$ cat config.mk
export PLATFORM = sky130hd
export DESIGN_NAME = sortable_rotating_queue_unit
export DESIGN_NICKNAME = d
export VERILOG_FILES = /design/src/sv/srq_pkg.sv /design/src/sv/srq_cell.sv /design/src/sv/sortable_rotating_queue_unit.sv
export SDC_FILE = /design/constraint.sdc
export NUM_CORES = 2
export LEC_CHECK = 0
export BUFFER_PORTS_ARGS = -buffer_cell sky130_fd_sc_hd__buf_2
export CELL_PAD_IN_SITES_DETAIL_PLACEMENT = 1
export CELL_PAD_IN_SITES_GLOBAL_PLACEMENT = 2
export CORE_MARGIN = 2
export CORE_UTILIZATION = 40
export DETAILED_ROUTE_END_ITERATION = 12
export GPL_TIMING_DRIVEN = 0
export PLACE_DENSITY_LB_ADDON = 0.1
export SYNTH_ARGS = -nofsm -noshare
export SYNTH_HDL_FRONTEND = slang
export SYNTH_HIERARCHICAL = 1
export SYNTH_SLANG_ARGS = --single-unit
export TNS_END_PERCENT = 10
$ cat constraint.sdc
create_clock -name clk -period 6.39 [get_ports clk]
set_input_delay 0 -clock clk [delete_from_list [all_inputs] [get_ports clk]]
set_output_delay 0 -clock clk [all_outputs]
set_load 0.02 [all_outputs]
$ cat src/sv/srq_pkg.sv
package srq_pkg;

    localparam int DATA_W   = 32;
    localparam int COUNT_W  = 5;
    localparam int STATUS_W = 2;

    typedef enum logic [1:0] {
        OP_PUSH   = 2'd0,
        OP_POP    = 2'd1,
        OP_ROTATE = 2'd2,
        OP_SORT   = 2'd3
    } op_t;

    typedef enum logic [STATUS_W-1:0] {
        ST_OK    = 2'd0,
        ST_EMPTY = 2'd1,
        ST_FULL  = 2'd2
    } status_t;

    // What one cell does with its entry in the coming cycle.
    typedef enum logic [2:0] {
        CELL_HOLD    = 3'd0,
        CELL_LOAD    = 3'd1,
        CELL_SHIFT   = 3'd2,
        CELL_WRAP    = 3'd3,
        CELL_SORT_LO = 3'd4,
        CELL_SORT_HI = 3'd5
    } cell_cmd_t;

    typedef struct packed {
        op_t                      op;
        logic signed [DATA_W-1:0] value;
    } req_t;

    typedef struct packed {
        logic signed [DATA_W-1:0] front_value;
        logic                     front_valid;
        logic [COUNT_W-1:0]       count;
        status_t                  status;
    } rsp_t;

endpackage

$ cat src/sv/srq_cell.sv
module srq_cell (
    input  logic                              clk,
    input  srq_pkg::cell_cmd_t                cmd,
    input  logic signed [srq_pkg::DATA_W-1:0] push_value,
    input  logic signed [srq_pkg::DATA_W-1:0] front_data,
    input  logic signed [srq_pkg::DATA_W-1:0] left_data,
    input  logic signed [srq_pkg::DATA_W-1:0] right_data,
    output logic signed [srq_pkg::DATA_W-1:0] data
);

    logic signed [srq_pkg::DATA_W-1:0] data_reg;
    logic signed [srq_pkg::DATA_W-1:0] data_next;

    // Swaps happen only on a strict inversion, so equal entries keep their order.
    always_comb
    begin
        unique case (cmd)
            srq_pkg::CELL_HOLD:    data_next = data_reg;
            srq_pkg::CELL_LOAD:    data_next = push_value;
            srq_pkg::CELL_SHIFT:   data_next = right_data;
            srq_pkg::CELL_WRAP:    data_next = front_data;
            srq_pkg::CELL_SORT_LO: data_next = (right_data < data_reg) ? right_data : data_reg;
            srq_pkg::CELL_SORT_HI: data_next = (data_reg < left_data) ? left_data : data_reg;
            default:               data_next = data_reg;
        endcase
    end

    always_ff @(posedge clk)
    begin
        data_reg <= data_next;
    end

    assign data = data_reg;

endmodule

$ cat src/sv/sortable_rotating_queue_unit.sv
// Sortable rotating queue: a bounded FIFO of DEPTH signed 32-bit entries.
// A request beat (req.op, req.value) is taken on a rising edge with start
// high and busy low. Each request gives exactly one response beat on rsp,
// marked by done for a single cycle; the receiver cannot hold it off.
// For push, pop and rotate, done is high in the cycle after the
// request, and busy stays low, so a new request may be issued every cycle.
// Sort holds busy high while it runs DEPTH odd-even transposition passes,
// one pass per cycle across the row of cells, and done follows in the cycle
// after the last pass, when busy falls again.
// The entries sit in a row of cells with the front in cell zero; pop and
// rotate shift the row by one place towards the front.
// The response reports the front entry, its valid flag, the count and the
// status after the operation. A push on a full queue is dropped with status
// full; a pop on an empty queue is ignored with status empty.
// Reset empties the queue and clears busy and done; the entry cells are not
// reset, as only occupied cells are ever read.
module sortable_rotating_queue_unit #(
    parameter int DEPTH = 16
) (
    input  logic          clk,
    input  logic          rst_n,
    input  logic          start,
    input  srq_pkg::req_t req,
    output logic          busy,
    output logic          done,
    output srq_pkg::rsp_t rsp
);

    localparam int CW = $clog2(DEPTH + 1);
    localparam int SW = $clog2(DEPTH);
    localparam int RW = srq_pkg::COUNT_W;

    logic                                busy_reg;
    logic                                done_reg;
    logic [CW-1:0]                       count_reg;
    logic [SW-1:0]                       pass_reg;
    srq_pkg::status_t                    status_reg;

    logic                                accept;
    logic                                full;
    logic                                empty;
    logic signed [srq_pkg::DATA_W-1:0]   cell_data [DEPTH];

    assign accept = start && !busy_reg;
    assign full   = (count_reg == CW'(DEPTH));
    assign empty  = (count_reg == '0);

    genvar i;
    generate
        for (i = 0; i < DEPTH; i++)
        begin : g_cell
            logic signed [srq_pkg::DATA_W-1:0] left_in;
            logic signed [srq_pkg::DATA_W-1:0] right_in;
            srq_pkg::cell_cmd_t                cell_cmd;

            if (i == 0)
            begin : g_first
                assign left_in = cell_data[0];
            end
            else
            begin : g_inner_l
                assign left_in = cell_data[i-1];
            end

            if (i == DEPTH - 1)
            begin : g_last
                assign right_in = cell_data[i];
            end
            else
            begin : g_inner_r
                assign right_in = cell_data[i+1];
            end

            always_comb
            begin
                cell_cmd = srq_pkg::CELL_HOLD;
                if (busy_reg)
                begin
                    // Pair (i, i+1) is compared when i has the parity of the pass.
                    if ((1'(i % 2) == pass_reg[0]) && (CW'(i + 1) < count_reg))
                        cell_cmd = srq_pkg::CELL_SORT_LO;
                    else if ((i >= 1) && (1'((i + 1) % 2) == pass_reg[0])
                             && (CW'(i) < count_reg))
                        cell_cmd = srq_pkg::CELL_SORT_HI;
                end
                else if (accept)
                begin
                    unique case (req.op)
                        srq_pkg::OP_PUSH:
                            if (!full && (count_reg == CW'(i)))
                                cell_cmd = srq_pkg::CELL_LOAD;
                        srq_pkg::OP_POP:
                            if (!empty)
                                cell_cmd = srq_pkg::CELL_SHIFT;
                        srq_pkg::OP_ROTATE:
                            if (count_reg >= CW'(2))
                            begin
                                if (CW'(i + 1) == count_reg)
                                    cell_cmd = srq_pkg::CELL_WRAP;
                                else if (CW'(i + 1) < count_reg)
                                    cell_cmd = srq_pkg::CELL_SHIFT;
                            end
                        srq_pkg::OP_SORT:
                            cell_cmd = srq_pkg::CELL_HOLD;
                        default:
                            cell_cmd = srq_pkg::CELL_HOLD;
                    endcase
                end
            end

            srq_cell u_cell (
                .clk        (clk),
                .cmd        (cell_cmd),
                .push_value (req.value),
                .front_data (cell_data[0]),
                .left_data  (left_in),
                .right_data (right_in),
                .data       (cell_data[i])
            );
        end
    endgenerate

    always_ff @(posedge clk or negedge rst_n)
    begin
        if (!rst_n)
        begin
            busy_reg   <= 1'b0;
            done_reg   <= 1'b0;
            count_reg  <= '0;
            pass_reg   <= '0;
            status_reg <= srq_pkg::ST_OK;
        end
        else
        begin
            done_reg <= 1'b0;
            if (busy_reg)
            begin
                if (pass_reg == SW'(DEPTH - 1))
                begin
                    busy_reg <= 1'b0;
                    done_reg <= 1'b1;
                    pass_reg <= '0;
                end
                else
                begin
                    pass_reg <= pass_reg + 1'b1;
                end
            end
            else if (accept)
            begin
                status_reg <= srq_pkg::ST_OK;
                unique case (req.op)
                    srq_pkg::OP_PUSH:
                    begin
                        done_reg <= 1'b1;
                        if (full)
                            status_reg <= srq_pkg::ST_FULL;
                        else
                            count_reg <= count_reg + 1'b1;
                    end
                    srq_pkg::OP_POP:
                    begin
                        done_reg <= 1'b1;
                        if (empty)
                            status_reg <= srq_pkg::ST_EMPTY;
                        else
                            count_reg <= count_reg - 1'b1;
                    end
                    srq_pkg::OP_ROTATE:
                        done_reg <= 1'b1;
                    srq_pkg::OP_SORT:
                    begin
                        busy_reg <= 1'b1;
                        pass_reg <= '0;
                    end
                    default:
                        done_reg <= 1'b1;
                endcase
            end
        end
    end

    assign busy            = busy_reg;
    assign done            = done_reg;
    assign rsp.front_value = empty ? '0 : cell_data[0];
    assign rsp.front_valid = !empty;
    assign rsp.count       = RW'(count_reg);
    assign rsp.status      = status_reg;

    a_count_bound: assert property (@(posedge clk) disable iff (!rst_n)
        count_reg <= CW'(DEPTH))
        else $error("queue count exceeds depth");

    a_done_not_busy: assert property (@(posedge clk) disable iff (!rst_n)
        !(done_reg && busy_reg))
        else $error("response beat while a sort is running");

    a_quick_op_done: assert property (@(posedge clk) disable iff (!rst_n)
        (accept && (req.op != srq_pkg::OP_SORT)) |=> done_reg)
        else $error("single-cycle operation gave no response beat");

    a_full_status: assert property (@(posedge clk) disable iff (!rst_n)
        (done_reg && (status_reg == srq_pkg::ST_FULL)) |-> full)
        else $error("full status with room in the queue");

endmodule
== After elaboration in Yosys (flattened, before gate mapping) ==
Index checks and enable logic that the tools add are counted.
Word-level totals
  bits in registers: 525
  input port bits: 37
  output and inout bits: 42
  word-level logic and storage cells: 488
Operators by class
  add/sub/neg operators: 3
  order comparisons: 32
  eq/ne operators: 144
  multiplexer cells: 209
  bitwise operators: 2
  reductions and logical operators: 77
Operators with widths (number)
  $pmux 32 s5: 14
  $mux 32: 31
  $lt 32x32->1: 15
  $mux 3: 64
  $pmux 3 s4: 16
  $pmux 32 s3: 2
  $mux 2: 49
  $eq 3x2->1 const B: 30
  $eq 3x3->1 const B: 30
  $reduce_bool 5->1: 14
  $eq 3x1->1 const B: 16
  $reduce_and 3->1: 14
  $eq 4x5->1 const A: 8
  $eq 5x4->1 const B: 8
  $lt 4x5->1 const A: 8
  $logic_and 1x1->1: 33
  $ne 2x1->1 const B: 16
  $ne 2x2->1 const B: 16
  $mux 1: 25
  $eq 3x5->1 const A: 4
  $eq 5x3->1 const B: 4
  $lt 3x5->1 const A: 4
  $mux 4: 4
  $eq 2x5->1 const A: 2
  27 further kinds: 40

== Depth between registers and ports, before layout ==
  word-level depth: 10
  mapped depth: 15
  gate-level depth less buffers: 12

== By module ==
The synthesis kept the hierarchy.
Modules (own cells, without submodules)
  srq_cell at g_cell[10].u_cell ...: times used 13, cells each 454, area each 3669.8 um^2, seq. area each 960.9 um^2
  srq_cell at g_cell[0].u_cell: times used 1, cells each 449, area each 3631.0 um^2, seq. area each 960.9 um^2
  srq_cell at g_cell[9].u_cell: times used 1, cells each 460, area each 3612.2 um^2, seq. area each 960.9 um^2
  srq_cell at g_cell[14].u_cell: times used 1, cells each 474, area each 3565.9 um^2, seq. area each 960.9 um^2
  sortable_rotating_queue_unit: times used 1, cells each 269, area each 1925.6 um^2, seq. area each 325.3 um^2

== Worst setup path after synthesis ==
Ideal clock, no wire load.
  path type: register to register
  start point: register count_reg[0]
  end point: register g_cell[0].u_cell.data_reg, in the netlist g_cell[0].u_cell/data[0] (enable)
  setup time: 441 ps
  data arrival time: 4317 ps
  data required time: 5949 ps
  path slack: 1632 ps
  cell stages (with the launch flop): 14
  buffers on the path: 4
  clock period less this slack: 4758 ps
  path through: dfrtp_1 -> clkbuf_1 -> inv_1 -> ha_1 -> nor4b_4 -> clkbuf_1 -> a32oi_1 -> nor2_1 -> clkbuf_1 -> clkbuf_1 -> a31oi_1 -> nor2_1 -> a311oi_1 -> a31oi_1
On the way
  longest elaborated chain between the ends: 10
  elaborated cells on any way between the ends: 23
  classes of those cells: order compare (2); eq/ne (6); mux (9); reduce/logical (6)
RTL lines
  from (decl): line sortable_rotating_queue_unit.sv:35  | logic [CW-1:0] count_reg;
  from (signal assigned): line sortable_rotating_queue_unit.sv:159  | count_reg <= count_reg + 1'b1;
  from (signal assigned): line sortable_rotating_queue_unit.sv:167  | count_reg <= count_reg - 1'b1;
  branches (longest 4 deep; another with $ge 5x2->1)
  $pmux 3 s4 *: line sortable_rotating_queue_unit.sv:88  | unique case (req.op)
  $mux 3 *: line sortable_rotating_queue_unit.sv:86  | else if (accept)
  $mux 3 *: line sortable_rotating_queue_unit.sv:77  | if (busy_reg)
  net g_cell[0].cell_cmd[0]: line sortable_rotating_queue_unit.sv:54  | srq_pkg::cell_cmd_t cell_cmd;
  $eq 3x3->1 (tied with other cells): line srq_cell.sv:17  | unique case (cmd)
  $ne 2x1->1 (no source line) / $reduce_bool 3->1 (equally long branches)
  $reduce_and 2->1 (no source line) *
  to (signal assigned): line srq_cell.sv:30  | data_reg <= data_next;
  to (decl): line srq_cell.sv:11  | logic signed [srq_pkg::DATA_W-1:0] data_reg;
Mark *: on every way through the listed nets, which the timed path passes.
A chain may end at the register's enable or synchronous reset.

== Worst setup path after layout ==
  start point: register count_reg[0]
  end point: register g_cell[5].u_cell.data_reg, in the netlist g_cell[5].u_cell/data[8] (enable)
On the way
  longest elaborated chain between the ends: 10
  elaborated cells on any way between the ends: 30
  classes of those cells: order compare (3); eq/ne (10); mux (10); reduce/logical (7)
RTL lines (line)
  branches (longest 6 deep; another with $ge 5x2->1)
  $mux 3 *: sortable_rotating_queue_unit.sv:77
  net g_cell[5].cell_cmd[0]: sortable_rotating_queue_unit.sv:54
  $eq 3x1->1 (tied with other cells): srq_cell.sv:17
  $reduce_bool 5->1 (no source line) (tied with other cells)
  $reduce_and 3->1 (no source line) *
  to (signal assigned): srq_cell.sv:30
  to (decl): srq_cell.sv:11
Mark *: on every way through the listed nets, which the timed path passes. The select of a mux whose other input is x is not followed.

==> flow_summary_export.csv <==
group,metric,value,unit
status,status,"finished clean",
worst_setup_path,path_max_fanout,32,
grt,grt_pass1_vias,59740,
drt,wl_per_cell,27.93,microns
die,core,0.1500,sq mm
final_layout,multiInputGateArea,0.03936,sq mm
drt,firstDrtPassIters,6,
worst_setup_path,path_cells,"clkbuf_1 > inv_1 > ha_1 > and4bb_2 > nor3_1 > a22oi_1 > o21ai_0 > clkbuf_1 > clkbuf_1 > clkbuf_1 > o311a_2",
worst_setup_path,worst-path-buf-inv,5,
drt,route.vias.total,59670,
timing,fin_crit,5718,ps
yosys,synth_top_area_share,0.2544,
placed_design,hpwl,214.4,mm
grt,grt_pass1_wl,399.8,mm
clock_network,cts-root-buf,"clkbuf_16",
yosys,synth_edf_count,512,
final_layout,nNetsFinal,8809,
final_layout,area_growth,11.55,%
yosys,yosysTopAreaCell,"edfxtp_1",
clock_network,postCtsHoldBufs,7,
worst_setup_path,worstSetupPathType,"flop to flop",
yosys,synthDistinctLibCells,91,
yosys,synth_area_leaders,"edfxtp_1 25%, ha_1 21%, a21oi_1 11%",
timing,hold_viol_final,0,
timing,rsz0062_at_grt,"no",
worst_setup_path,cp-end-kind,"flop",
yosys,synth_common_cells,"1349 x a21oi_1, 1045 x inv_1, 998 x ha_1, 819 x nand2_1, 512 x edfxtp_1",
grt,globalRouteOverflowTotal,0,
clock_network,cts_made_buffers,75,
yosys,ys.flop_type,"edfxtp_1",
yosys,synth_area,0.06044,sq mm
placed_design,place.gp.congestion,0.9473,
worst_setup_path,worst_path_most_repeated_cell,"clkbuf_1",
grt,grt_start_max_net_pins,33,
worst_setup_path,crit_path_start_kind,"flop",
timing,slew_viol_final,0,
drt,wl,275.2,mm
die,core.rowCount,142,
timing,whs,154.5,ps
placed_design,portBuffers,77,
drt,viasPerCell,6.056,
worst_setup_path,arrival,6000,ps
worst_setup_path,cpMaxStageDelayCell,"o311a_2",
drt,ant_nets,0,
worst_setup_path,cp.required,6680,ps
die,dieHeight,392.7,microns
timing,clock.fmax,0.1749,GHz
clock_network,cts_max_path_buffers,3,
drt,drc,0,
final_layout,register_area,0.01570,sq mm
die,start_util,0.4031,
timing,period_share,0.8949,
final_layout,drive_above_1_share,0.05134,
worst_setup_path,cp_top_family,"buffers and inverters",
clock_network,htreeDepth,3,
yosys,syn_area_per_cell,8.001,sq um
worst_setup_path,max_stage_delay,890,ps
timing,finClkSkew,29.79,ps
clock_network,cts_resized,0,
flow_run,maxCapViolCount,0,
clock_network,clock-sinks,525,
yosys,synth_seq_cells,525,
placed_design,place_area,0.06500,sq mm
clock_network,clkTransAtPathRegs,60,ps
clock_network,post-cts-setup-buffers,0,
worst_setup_path,r2r_slack,670,ps
yosys,synth.most_common_cell,"a21oi_1",
timing,worst_slew_pin_slew,1383,ps
grt,grt_usage,0.3504,
final_layout,fill_cells,18250,
grt,antenna_found_initial,11,
final_layout,fin_area,0.06742,sq mm
timing,final-setup-viol-count,0,
clock_network,clock_latency,680,ps
die,dieArea,0.1542,sq mm
drt,drt_iter0_drc,5237,
die,die_x,392.7,microns
clock_network,cts_tree,"done",
yosys,yosysWarnings,6,
die,io_pins,79,
final_layout,largest_reg_flops,512,
yosys,synthesis.instances,7554,
timing,slew_headroom,0.07793,
worst_hold_path,hold_path_class,"input pin to flop",
yosys,postSynth.asyncResetShare,0.02476,
yosys,yosysSeqAreaShare,0.2598,
yosys,synth_fp_nets,8589,
==> placed cells by master, fill, tap and decap left out, types with 15 or more instances in the layout <==
cell and instances:
o221a_2 15, and2b_1 22, a31oi_1 16, and3_1 19, nor2b_1 487, a211o_1 15, buf_16 58, xor2_1 16
buf_2 93, inv_1 1045, nand3_1 83, o21ai_0 258, clkinv_2 15, a221oi_2 26, nand2_1 819, buf_1 22
nor2_1 166, o21a_1 57, a21o_1 82, ha_1 998, nor3_1 63, o21ai_1 43, a2111oi_0 28, mux2i_1 29
o211ai_1 43, edfxtp_1 512, a21oi_1 1349, a2111oi_2 15, and4_1 28, clkbuf_16 77, o22ai_1 30, o22a_1 392
clkbuf_1 362, nand2b_1 79, nand4_1 149
==> routing by layer <==
layer	routed length [microns]	global-route usage	vias to the layer above
met2	115800	0.5274	2037
met1	123900	0.4865	29650
met5	44	0	-
li1	-	-	27490
met3	19030	0.04438	483
met4	16470	0.1864	6
==> stage by stage <==
stage	setup TNS, ps	instances	worst slack (ps)	util
floorplan	0	7554	1632	-
global placement	-32070	9647	-1004	0.4225
detailed placement	0	9706	479.0	0.4335
CTS	0	9846	438.7	0.4495
global route	0	9847	430.0	0.4495
finish	0	9853	671.8	0.4496
==> logic make-up after synthesis <==
group	Yosys count	share of synthesized area
AOI/OAI and AO/OA	2513	0.2624
xor gates and xnor gates	22	0.003188
adders and majority gates	998	0.2066
buffers and inverters	1433	0.08972
DFF	525	0.2598
muxes	33	0.005672
and+or+nand+nor	2030	0.1727
==> final cells by class <==
cell class / instances / area share
tap: 2016 / 0.03741
clock inverter: 37 / 0.004676
clock buffer: 96 / 0.02993
multi-input combinational: 5596 / 0.5838
sequential: 525 / 0.2329
timing repair buffer: 143 / 0.03066
buffer: 388 / 0.02225
inverter: 1045 / 0.05818
antenna: 7 / 0.0002598
==> worst reg2reg max path: stages (launching register included) <==
cell	delay, ps
dfrtp_1	510
clkbuf_1	440
inv_1	240
ha_1	360
and4bb_2	320
nor3_1	540
a22oi_1	180
o21ai_0	400
clkbuf_1	580
clkbuf_1	470
clkbuf_1	410
o311a_2	890
==> worst paths after layout <==
path / from / endpoint / depth (start not counted)
min in group asynchronous: rst_n / done / 3
max: count_reg[0] / g_cell[5].u_cell/data[8] / 11
min reg2reg: pass_reg[1] / pass_reg[1] / 1
max reg2reg: count_reg[0] / g_cell[5].u_cell/data[8] / 11
min: req[27] / g_cell[14].u_cell/data[27] / 3
max in group asynchronous: rst_n / status_reg[1] / 3
Power is left out: the tool's default activity adds up to more than one toggle a clock period on the data nets, which glitch-free logic cannot reach.
